===== config.mk =====
export PLATFORM = sky130hd
export DESIGN_NAME = escaped_table_frame_receiver
export DESIGN_NICKNAME = d
export VERILOG_FILES = /design/src/rtl/efr_pkg.sv /design/src/rtl/escaped_table_frame_receiver.sv /design/src/rtl/efr_buf.sv /design/src/rtl/efr_ctrl.sv
export SDC_FILE = /design/constraint.sdc
export NUM_CORES = 1
export LEC_CHECK = 0
export ABC_CLOCK_PERIOD_IN_PS = 5590
export BUFFER_PORTS_ARGS = -buffer_cell sky130_fd_sc_hd__buf_2
export CAP_MARGIN = 20
export CORE_UTILIZATION = 25
export DETAILED_ROUTE_END_ITERATION = 8
export PLACE_DENSITY = 0.44
export SYNTH_ARGS = -nofsm -noshare
export SYNTH_HDL_FRONTEND = slang
export SYNTH_HIERARCHICAL = 1
export SYNTH_SLANG_ARGS = --single-unit

===== constraint.sdc =====
create_clock -name i_clk -period 5.59 [get_ports i_clk]
set_input_delay 1.118 -clock i_clk [delete_from_list [all_inputs] [get_ports i_clk]]
set_output_delay 1.118 -clock i_clk [all_outputs]
set_load 0.01 [all_outputs]

===== src/rtl/efr_pkg.sv =====
// Shared types and constants for the escaped table frame receiver.
package efr_pkg;

    localparam int ADDR_W = 3;
    localparam int DATA_W = 32;

    localparam logic [7:0] ESC_FLIP      = 8'h20;
    localparam logic [7:0] SYNC_RESET    = 8'd126;
    localparam logic [7:0] ESCAPE_RESET  = 8'd125;

    typedef enum logic [0:0] {
        REG_SYNC   = 1'b0,
        REG_ESCAPE = 1'b1
    } t_reg_idx;

    typedef enum logic [1:0] {
        KIND_ROUTE   = 2'd0,
        KIND_POWER   = 2'd1,
        KIND_LEN_ERR = 2'd2
    } t_kind;

    typedef enum logic [3:0] {
        ST_IDLE = 4'b0001,
        ST_READ = 4'b0010,
        ST_LOAD = 4'b0100,
        ST_EMIT = 4'b1000
    } t_state;

endpackage


===== src/rtl/escaped_table_frame_receiver.sv =====
// Top level of the escaped table frame receiver with its register port.
// A byte that causes no result is taken while o_stall stays low.
// A failed close shows its single error result in the cycle after acceptance.
// A good close emits 2*TABLE_ENTRIES results, each through the READ, LOAD and EMIT states and the buffer read port.
// Throughput: one byte per cycle while o_stall is low; no input is taken during readout or error output.
// Reset is synchronous and active low; the buffer has no clearing pass.
module escaped_table_frame_receiver
    import efr_pkg::*;
#(
    parameter int TABLE_ENTRIES = 8,
    parameter int BUFFER_BYTES  = 64
) (
    input  logic              i_clk,
    input  logic              i_rst_n,
    input  logic              i_psel,
    input  logic              i_penable,
    input  logic              i_pwrite,
    input  logic [ADDR_W-1:0] i_paddr,
    input  logic [DATA_W-1:0] i_pwdata,
    output logic [DATA_W-1:0] o_prdata,
    output logic              o_pready,
    input  logic              i_valid,
    output logic              o_stall,
    input  logic [7:0]        i_byte_in,
    output logic              o_valid,
    input  logic              i_stall,
    output logic [1:0]        o_kind,
    output logic [2:0]        o_entry_index,
    output logic [7:0]        o_entry_value,
    output logic              o_last
);

    logic [7:0] r_sync_value;
    logic [7:0] r_escape_value;
    logic       wr_en;
    t_reg_idx   reg_idx;

    assign o_pready = 1'b1;
    assign wr_en    = i_psel && i_penable && i_pwrite && o_pready;
    assign reg_idx  = t_reg_idx'(i_paddr[2]);

    always_ff @(posedge i_clk) begin
        if (!i_rst_n) begin
            r_sync_value   <= SYNC_RESET;
            r_escape_value <= ESCAPE_RESET;
        end else if (wr_en) begin
            unique case (reg_idx)
                REG_SYNC:   r_sync_value   <= i_pwdata[7:0];
                REG_ESCAPE: r_escape_value <= i_pwdata[7:0];
                default:    r_sync_value   <= r_sync_value;
            endcase
        end
    end

    always_comb begin
        unique case (reg_idx)
            REG_SYNC:   o_prdata = {{(DATA_W - 8){1'b0}}, r_sync_value};
            REG_ESCAPE: o_prdata = {{(DATA_W - 8){1'b0}}, r_escape_value};
            default:    o_prdata = '0;
        endcase
    end

    efr_ctrl #(
        .TABLE_ENTRIES (TABLE_ENTRIES),
        .BUFFER_BYTES  (BUFFER_BYTES)
    ) u_ctrl (
        .i_clk          (i_clk),
        .i_rst_n        (i_rst_n),
        .i_sync_value   (r_sync_value),
        .i_escape_value (r_escape_value),
        .i_valid        (i_valid),
        .i_byte_in      (i_byte_in),
        .o_stall        (o_stall),
        .o_valid        (o_valid),
        .i_stall        (i_stall),
        .o_kind         (o_kind),
        .o_entry_index  (o_entry_index),
        .o_entry_value  (o_entry_value),
        .o_last         (o_last)
    );

endmodule


===== src/rtl/efr_buf.sv =====
// Payload buffer memory with one write port and one registered read port.
module efr_buf #(
    parameter int DEPTH = 64,
    parameter int AW    = 6
) (
    input  logic          i_clk,
    input  logic          i_we,
    input  logic [AW-1:0] i_waddr,
    input  logic [7:0]    i_wdata,
    input  logic [AW-1:0] i_raddr,
    output logic [7:0]    o_rdata
);

    logic [7:0] r_mem [DEPTH];
    logic [7:0] r_rdata;

    always_ff @(posedge i_clk) begin
        if (i_we) begin
            r_mem[i_waddr] <= i_wdata;
        end
        r_rdata <= r_mem[i_raddr];
    end

    assign o_rdata = r_rdata;

endmodule


===== src/rtl/efr_ctrl.sv =====
// Frame parser and readout sequencer with the result register.
module efr_ctrl
    import efr_pkg::*;
#(
    parameter int TABLE_ENTRIES = 8,
    parameter int BUFFER_BYTES  = 64
) (
    input  logic       i_clk,
    input  logic       i_rst_n,
    input  logic [7:0] i_sync_value,
    input  logic [7:0] i_escape_value,
    input  logic       i_valid,
    input  logic [7:0] i_byte_in,
    output logic       o_stall,
    output logic       o_valid,
    input  logic       i_stall,
    output logic [1:0] o_kind,
    output logic [2:0] o_entry_index,
    output logic [7:0] o_entry_value,
    output logic       o_last
);

    localparam int TOTAL = 2 * TABLE_ENTRIES;
    localparam int AW    = (BUFFER_BYTES > 1) ? $clog2(BUFFER_BYTES) : 1;
    localparam int CNT_W = $clog2(BUFFER_BYTES + 1);
    localparam int RW    = $clog2(TOTAL);
    localparam int CMP_W = 8;

    t_state            r_state, n_state;
    logic              r_in_frame, n_in_frame;
    logic              r_esc, n_esc;
    logic [CNT_W-1:0]  r_count, n_count;
    logic [RW-1:0]     r_rd_idx, n_rd_idx;
    t_kind             r_kind, n_kind;
    logic [2:0]        r_index, n_index;
    logic [7:0]        r_value, n_value;
    logic              r_last, n_last;

    logic              store;
    logic [7:0]        wdata;
    logic [CNT_W-1:0]  count_inc;
    logic [7:0]        rdata;
    logic              half;
    logic [RW-1:0]     rd_rel;

    efr_buf #(
        .DEPTH (BUFFER_BYTES),
        .AW    (AW)
    ) u_buf (
        .i_clk   (i_clk),
        .i_we    (store),
        .i_waddr (AW'(r_count)),
        .i_wdata (wdata),
        .i_raddr (AW'(r_rd_idx)),
        .o_rdata (rdata)
    );

    assign count_inc = r_count + 1'b1;
    assign half      = (int'(r_rd_idx) >= TABLE_ENTRIES);
    assign rd_rel    = half ? (r_rd_idx - RW'(TABLE_ENTRIES)) : r_rd_idx;

    always_comb begin
        n_state    = r_state;
        n_in_frame = r_in_frame;
        n_esc      = r_esc;
        n_count    = r_count;
        n_rd_idx   = r_rd_idx;
        n_kind     = r_kind;
        n_index    = r_index;
        n_value    = r_value;
        n_last     = r_last;
        store      = 1'b0;
        wdata      = i_byte_in;
        unique case (r_state)
            ST_IDLE: begin
                if (i_valid) begin
                    if (r_in_frame) begin
                        if (r_esc) begin
                            n_esc = 1'b0;
                            store = 1'b1;
                            wdata = i_byte_in ^ ESC_FLIP;
                        end else if (i_byte_in == i_escape_value) begin
                            n_esc = 1'b1;
                        end else if (i_byte_in == i_sync_value) begin
                            n_in_frame = 1'b0;
                            n_count    = '0;
                            if (CMP_W'(r_count) == CMP_W'(TOTAL)) begin
                                n_rd_idx = '0;
                                n_state  = ST_READ;
                            end else begin
                                n_kind  = KIND_LEN_ERR;
                                n_index = '0;
                                n_value = '0;
                                n_last  = 1'b1;
                                n_state = ST_EMIT;
                            end
                        end else begin
                            store = 1'b1;
                        end
                    end else if (i_byte_in == i_sync_value) begin
                        n_in_frame = 1'b1;
                    end else begin
                        n_count = '0;
                    end
                    if (store) begin
                        if (count_inc == CNT_W'(BUFFER_BYTES)) begin
                            n_count    = '0;
                            n_in_frame = 1'b0;
                        end else begin
                            n_count = count_inc;
                        end
                    end
                end
            end
            ST_READ: begin
                n_state = ST_LOAD;
            end
            ST_LOAD: begin
                n_kind  = half ? KIND_POWER : KIND_ROUTE;
                n_index = 3'(rd_rel);
                n_value = rdata;
                n_last  = (r_rd_idx == RW'(TOTAL - 1));
                n_state = ST_EMIT;
            end
            ST_EMIT: begin
                if (!i_stall) begin
                    if (r_last) begin
                        n_state = ST_IDLE;
                    end else begin
                        n_rd_idx = r_rd_idx + 1'b1;
                        n_state  = ST_READ;
                    end
                end
            end
            default: begin
                n_state = ST_IDLE;
            end
        endcase
    end

    always_ff @(posedge i_clk) begin
        if (!i_rst_n) begin
            r_state    <= ST_IDLE;
            r_in_frame <= 1'b0;
            r_esc      <= 1'b0;
            r_count    <= '0;
            r_rd_idx   <= '0;
        end else begin
            r_state    <= n_state;
            r_in_frame <= n_in_frame;
            r_esc      <= n_esc;
            r_count    <= n_count;
            r_rd_idx   <= n_rd_idx;
        end
    end

    always_ff @(posedge i_clk) begin
        r_kind  <= n_kind;
        r_index <= n_index;
        r_value <= n_value;
        r_last  <= n_last;
    end

    assign o_stall       = (r_state != ST_IDLE);
    assign o_valid       = (r_state == ST_EMIT);
    assign o_kind        = r_kind;
    assign o_entry_index = r_index;
    assign o_entry_value = r_value;
    assign o_last        = r_last;

endmodule

==> summary.txt, run 1 <==
Critical path
  • Slowest CP cell: nor2_1
  • R2R depth: 6
  • Crit path launch type: primary input
  • R2R setup slack: 2.21 ns
  • Reg-to-reg startpoint: u_ctrl/r_state[0]
  • Crit-path leading delay family: simple AND/OR/NAND/NOR gates
  • CP Max Fanout: 12
  • Crit Reg-Reg Endpoint: u_ctrl/u_buf/r_mem[7][2]
  • Largest stage delay, worst path: 0.91 ns
  • Crit-path cells: buf_2, xor2_1, nor4_2, nand2_2, a21oi_4, nor2_1, nand4_1, nor2_1
  • CP Depth: 8
  • Worst path bufs/invs: 1
  • Setup crit start: i_byte_in[4]
  • Worst path arrival time: 4.16 ns
  • Setup crit end: u_ctrl/u_buf/r_mem[7][2]
  • CP endpoint kind: register
  • Crit path kind: in -> reg
  • Most frequent CP cell: nor2_1
  • Worst EP required: 5.83 ns

Power
  • P_leak: 0.00817 µW
  • PnR Total Power: 8930 µW
  • Maximum VDD drop: 0.000224 V
  • Pwr Density: 336 mW/mm²

Synthesis
  • Syn Inst Count: 1248
  • Post-synthesis simple-gate area fraction: 6.32%
  • Adder-cell share of the synthesized area: 0.218%
  • Synth unique cells: 73
  • Post-synthesis mux area share: 14.2%
  • Complex-gate fraction of the synthesized area: 3.49%
  • Number of synthesized flops with an enable pin: 526
  • Post-synth top cells: edfxtp_1, mux4_2, nor2_1
  • Cell accounting for the most synthesized area: edfxtp_1
  • Ys async rst share: 0%
  • Main area contributors after synthesis: edfxtp_1, mux4_2, dfxtp_1, nor2_1, mux2i_1
  • Post-Synth XOR/XNOR Area: 0.649%
  • Seq cells post-synth: 567
  • Main combinational cell family by area after synthesis: multiplexers
  • Top-count cell post-synth: edfxtp_1
  • Syn. warnings: 6
  • Top_reg_cell synth: edfxtp_1
  • Syn Area/Cell: 18.4 µm²
  • Mapped cell area: 0.0229 mm²
  • Top cell type's share of synthesized area: 68.9%
  • Register area share after synthesis: 72.5%

Clock tree
  • Clk_lat worst skew: 0.64 ns
  • CTS tree: yes
  • Root Buffer: clkbuf_16
  • Post-CTS setup buffers: 0
  • H-tree levels: 2
  • TritonCTS Buffers: 60
  • Worst-path clk slew: 0.06 ns
  • Hold Buf Count CTS: 0
  • CTS max path bufs: 3
  • Post-CTS resize count: 0
  • Clk sinks: 567

Global route
  • Via count of the first global-routing pass: 12108
  • GRT Overall Usage: 12.7%
  • Largest net degree at the start of global routing: 65
  • Initial antenna violation count: 3
  • First-pass GRT wire length: 86.1 mm
  • Overflow after GRT: 0

Routing
  • DRC errors left: 0
  • Initial DRC count: 1022
  • Avg Vias per Cell: 4.59
  • Drt total wl: 59.0 mm
  • Via count: 11754
  • DR WL/cell: 23.0 µm
  • Final ANT Viol Nets: 0
  • Drt pass-1 iters: 5

Die
  • Core ar.: 0.0904 mm²
  • Row count: 110
  • Die span in x: 305 µm
  • Die area: 0.0929 mm²
  • Starting Density: 25.4%
  • Die Ht: 305 µm
  • Ports: 99

Place
  • HPWL after DPL: 37.3 mm
  • GPL Wtd Cong: 0.770
  • Input/output buffers: 47

Finish
  • Area added between synthesis and finish: 16.0%
  • Reg area: 0.0166 mm²
  • Filler cells: 8830
  • ANT cells: 0
  • Fraction of layout cells with a size suffix above 1: 25.7%
  • Multi-input logic area: 0.00581 mm²
  • NumNets Final: 1390

Run
  • Max-cap violations: 0

Timing
  • Tmin final: 3.92 ns
  • Final Max Slew Viols: 0
  • RSZ-0062 raised after global routing: no
  • Number of hold violations in the final report: 0
  • Worst slew pin tran: 1.10 ns
  • Final period util: 70.2%
  • Skew final: 0.0282 ns
  • Setup Viol. Count Final: 0
  • Relative slew slack: 26.6%
  • FMAX: 255 MHz
  • Setup TNS: 0 ns

Outcome
  • Outcome: finished clean

Hold path
  • Worst hold path class: reg -> reg
==> cell families after synthesis <==
kind of cell | count (synthesis)
compound gates | 108
xor+xnor | 17
fa+ha+maj | 4
buf+inv | 101
flops | 567
mux | 168
other cells | 3
simple gates | 280
==> power breakdown <==
group / switching (µW) / internal, µW
logic: 131 / 35.8
registers: 3.34 / 4630
clock network: 1660 / 2460
==> final cells by class <==
type	count	area share, %
Clock buffer	77	6.23
Multi-Input combinational cell	604	21.9
Timing Repair Buffer	90	2.10
Sequential cell	567	62.5
Clock inverter	36	1.57
Inverter	13	0.184
Tap cell	1176	5.53
==> state kept, by name, summed over array words and instances, names as in the netlist <==
register	count
u_ctrl/o_entry_index	3
r_escape_value	8
u_ctrl/r_in_frame	1
u_ctrl/o_last	1
u_ctrl/o_entry_value	8
u_ctrl/r_count	7
u_ctrl/o_kind	2
u_ctrl/r_esc	1
u_ctrl/r_state	4
r_sync_value	8
u_ctrl/u_buf/o_rdata	8
u_ctrl/u_buf/r_mem	512
u_ctrl/r_rd_idx	4
==> per-stage QoR <==
step	cells	hold WS [ns]	setup WS, ns	cell area [µm²]	utilization, %
5_1_grt	2563	0.523	1.56	26600	29.4
6_report	2563	0.497	1.67	26600	29.4
4_1_cts	2563	0.501	1.73	26600	29.4
3_3_place_gp	2450	0.481	1.09	24500	27.1
2_1_floorplan	1272	0.456	1.79	23000	-
3_5_place_dp	2450	0.491	1.04	24500	27.1
==> worst min-delay path: cells and delay by family (launching register included) <==
| family | cells | cell delay [ns] |
|---|---|---|
| mux | 1 | 0.06 |
| simple gates | 1 | 0.06 |
| flops | 1 | 0.33 |
==> how the worst min path moves through the flow <==
stage,start,endpoint,slack [ns],depth (start not counted)
after global placement,r_escape_value[1],r_escape_value[1],0.48,2
final,r_escape_value[1],r_escape_value[1],0.50,2
after detailed placement,r_escape_value[7],r_escape_value[7],0.49,2
after floorplan,r_escape_value[1],r_escape_value[1],0.46,2
after CTS,r_escape_value[7],r_escape_value[7],0.50,2
after global routing,r_escape_value[1],r_escape_value[1],0.52,2
==> routing by layer <==
layer  part of all wire [%]  up-vias  track usage [%]  wire length (µm)
li1                       -     5162                -                 -
met1                     46     6202             17.7             27300
met2                     46      305             19.8             27100
met3                    4.6       85             2.23              2720
met4                    3.1        0             4.71              1860
met5                      0        -                0                 0
==> placed cells by master, fill, tap and decap left out, types with 7 or more instances in the layout <==
master     instances
clkbuf_8           7
or2_2              9
mux2_2            10
o221ai_1           8
edfxtp_1         526
xor2_1             8
o22ai_1           22
and2_1            10
nand3b_1           7
nand2_1           41
clkbuf_16         61
nor2_1           102
buf_4             43
dfxtp_1           38
conb_1            27
o21ai_0           15
clkinv_1           9
nand3_1           26
clkbuf_1           9
bufinv_16          8
nor3_1            10
mux2i_1           34
a22oi_1            8
mux4_2           124
buf_2             47
xnor2_1            8
clkinv_2          13
inv_1             11
a31oi_1            8
nor2b_1           29
No activity file was read; power rests on OpenSTA's default activity.
==> run 2, diff against run 1 <==
- ABC_AREA: unset -> 1
- ABC_CLOCK_PERIOD_IN_PS: 5590 -> 4050
- clock period: 5.59 -> 4.05 ns (I/O delays scaled with it)
==> run 2 against run 1 <==
Against the previous run:
- via count increased by 38%
- register-to-register slack got worse by 1.3 ns
- setup slack lost 0.88 ns
==> summary.txt, run 2 <==
Timing
  • Final period util: 80.6%
  • Final Worst Setup Slack: 0.784 ns
  • Worst slew pin tran: 1.10 ns
  • RSZ-0062 raised after global routing: no
  • Setup Viol. Count Final: 0
  • Skew final: 0.0246 ns
  • Tmin final: 3.27 ns
  • Number of hold violations in the final report: 0
  • FMAX: 306 MHz
  • Final Max Slew Viols: 0
  • Setup TNS: 0 ns
  • Relative slew slack: 26.8%

Synthesis
  • Top_reg_cell synth: edfxtp_1
  • Main area contributors after synthesis: edfxtp_1, nand2_1, nand3_1, dfxtp_1, nor2_1
  • Post-synth top cells: nand2_1, edfxtp_1, nand3_1
  • Top-count cell post-synth: nand2_1
  • Mapped cell area: 0.0242 mm²
  • Cell accounting for the most synthesized area: edfxtp_1
  • Top cell type's share of synthesized area: 65.3%
  • Number of synthesized flops with an enable pin: 526
  • Register area share after synthesis: 68.7%
  • Ys async rst share: 0%
  • Syn. warnings: 6
  • Synth unique cells: 35
  • Syn Area/Cell: 10.8 µm²
  • Seq cells post-synth: 567
  • Syn Inst Count: 2232

Finish
  • Most flops, register: u_ctrl/u_buf/r_mem
  • Reg area: 0.0166 mm²
  • Fin cells: 3610
  • Area added between synthesis and finish: 14.5%
  • Commonest non-fill, non-tap cells in the layout: nand2_1, edfxtp_1, nand3_1
  • Commonest non-fill, non-tap cell in the layout: nand2_1
  • Multi-input logic area: 0.00645 mm²
  • ANT cells: 0
  • NumNets Final: 2349
  • Fraction of layout cells with a size suffix above 1: 10.3%
  • Filler cells: 9873
  • Utilization after layout: 29.0%
  • Largest register FFs: 512

Routing
  • Initial DRC count: 1257
  • Final ANT Viol Nets: 0
  • Drt pass-1 iters: 5
  • DR WL/cell: 18.8 µm
  • Via count: 16235
  • Drt total wl: 68.0 mm
  • DRC errors left: 0
  • Avg Vias per Cell: 4.50

Power
  • P_leak: 0.00993 µW
  • Maximum VDD drop: 0.000315 V
  • Pwr Density: 435 mW/mm²

Place
  • Post-place setup slack: 0.106 ns
  • Input/output buffers: 47
  • HPWL after DPL: 42.9 mm
  • Dpl cells: 3496
  • GPL Wtd Cong: 0.804

Die
  • Core ar.: 0.0954 mm²
  • Row count: 113
  • Die Ht: 313 µm
  • Die area: 0.0980 mm²
  • Ports: 99
  • Starting Density: 25.3%
  • Die span in x: 313 µm

Critical path
  • Most frequent CP cell: nand2_1
  • Crit-path cells: buf_2, inv_1, nand2_1, nand2_1, nand2_1, nor2_1, nand2_1, nand2_1, nand2_1, nand2_2, inv_1, nand2_1, nor2_1
  • Crit Reg-Reg Endpoint: u_ctrl/u_buf/r_mem[12][3]
  • Largest stage delay, worst path: 0.74 ns
  • Crit path launch type: primary input
  • CP Max Fanout: 11
  • Reg-to-reg startpoint: r_escape_value[1]
  • CP endpoint kind: register
  • Crit path kind: in -> reg
  • R2R depth: 12
  • Worst EP required: 4.31 ns
  • Slowest CP cell: nor2_1
  • Worst path arrival time: 3.53 ns
  • R2R setup slack: 0.94 ns

Global route
  • Initial antenna violation count: 2
  • Largest net degree at the start of global routing: 95
  • First-pass GRT wire length: 102 mm
  • Via count of the first global-routing pass: 16240
  • Overflow after GRT: 0
  • GRT Overall Usage: 13.8%

Clock tree
  • H-tree levels: 2
  • Clk sinks: 567
  • CTS tree: yes
  • Worst-path clk slew: 0.06 ns
  • Hold Buf Count CTS: 0
  • Clk_lat worst skew: 0.64 ns
  • Post-CTS setup buffers: 0
  • CTS max path bufs: 3
  • TritonCTS Buffers: 61
  • Post-CTS resize count: 0
  • Root Buffer: clkbuf_16

Outcome
  • Outcome: finished clean

Hold path
  • Worst hold path class: in -> reg
  • WHS Endpoint: r_sync_value[3]
  • Hold depth: 3
  • Hold path start: i_pwdata[3]

Run
  • Max-cap violations: 0
run 2: changes by cell type after synthesis, moves of 15 or more:
cell	before	now
buf_6	6	25
clkbuf_1	26	11
o22ai_1	22	0
buf_2	18	56
nand2_1	41	779
inv_1	11	69
nor2b_1	29	0
mux4_2	124	0
mux2i_1	34	0
nand3_1	26	474
run 2: worst max-delay path, delay by kind of cell:
kind                   cells  cell delay [ns]
and+or+nand+nor           10             1.91
buffers and inverters      3             0.76
run 2: layout make-up:
type                    count  share of cell area (%)
flip-flops and latches    567                    60.0
clock buffers              72                    5.66
inverters                  77                    1.07
clock inverters            41                    1.33
well taps                1265                    5.71
multi-input cells        1471                    23.3
repair buffers            117                    2.91
run 2: where the power goes:
| part | internal (µW) | switching, µW | leakage, µW | total, µW |
|---|---|---|---|---|
| sequential | 6400 | 8.44 | 0.00504 | 6410 |
| clock | 3030 | 2350 | 0.000920 | 5380 |
| combinational | 50.5 | 208 | 0.00397 | 258 |
| total | 9480 | 2560 | 0.00993 | 12000 |
run 2: worst max path at each step:
stage,from,end,depth (start not counted),slack [ns]
floorplan,i_valid,u_ctrl/u_buf/r_mem[0][5],4,0.72
global placement,i_byte_in[1],u_ctrl/u_buf/r_mem[7][6],13,0.15
detailed placement,i_byte_in[1],u_ctrl/u_buf/r_mem[12][7],13,0.11
CTS,i_byte_in[1],u_ctrl/u_buf/r_mem[12][2],13,0.79
global route,i_byte_in[1],u_ctrl/u_buf/r_mem[12][6],13,0.57
finish,i_byte_in[1],u_ctrl/u_buf/r_mem[12][3],13,0.78
run 2: per-layer routing:
layer | global-route usage, % | vias to the layer above | part of all wire, % | wire length (µm)
li1 | - | 7733 | - | -
met1 | 18.0 | 7939 | 44 | 29700
met2 | 23.0 | 454 | 47 | 32100
met3 | 2.02 | 109 | 5.0 | 3430
met4 | 5.57 | 0 | 4.0 | 2700
met5 | 0 | - | 0 | 0
run 2: logic make-up after synthesis:
group	after synthesis	share of synthesized area (%)
adders and majority gates	4	0.207
AOI/OAI and AO/OA	26	0.605
DFF	567	68.7
buffers and inverters	218	5.08
xor gates and xnor gates	12	0.435
other	3	0.0466
and+or+nand+nor	1402	24.9
run 2: stage by stage:
stage	hold slack, ns	total power [µW]	cell area [µm²]
finish	0.419	12000	27700
global route	0.401	12400	27700
CTS	0.381	12200	27700
detailed placement	0.497	6790	25700
global placement	0.490	6790	25700
floorplan	0.468	6640	24300
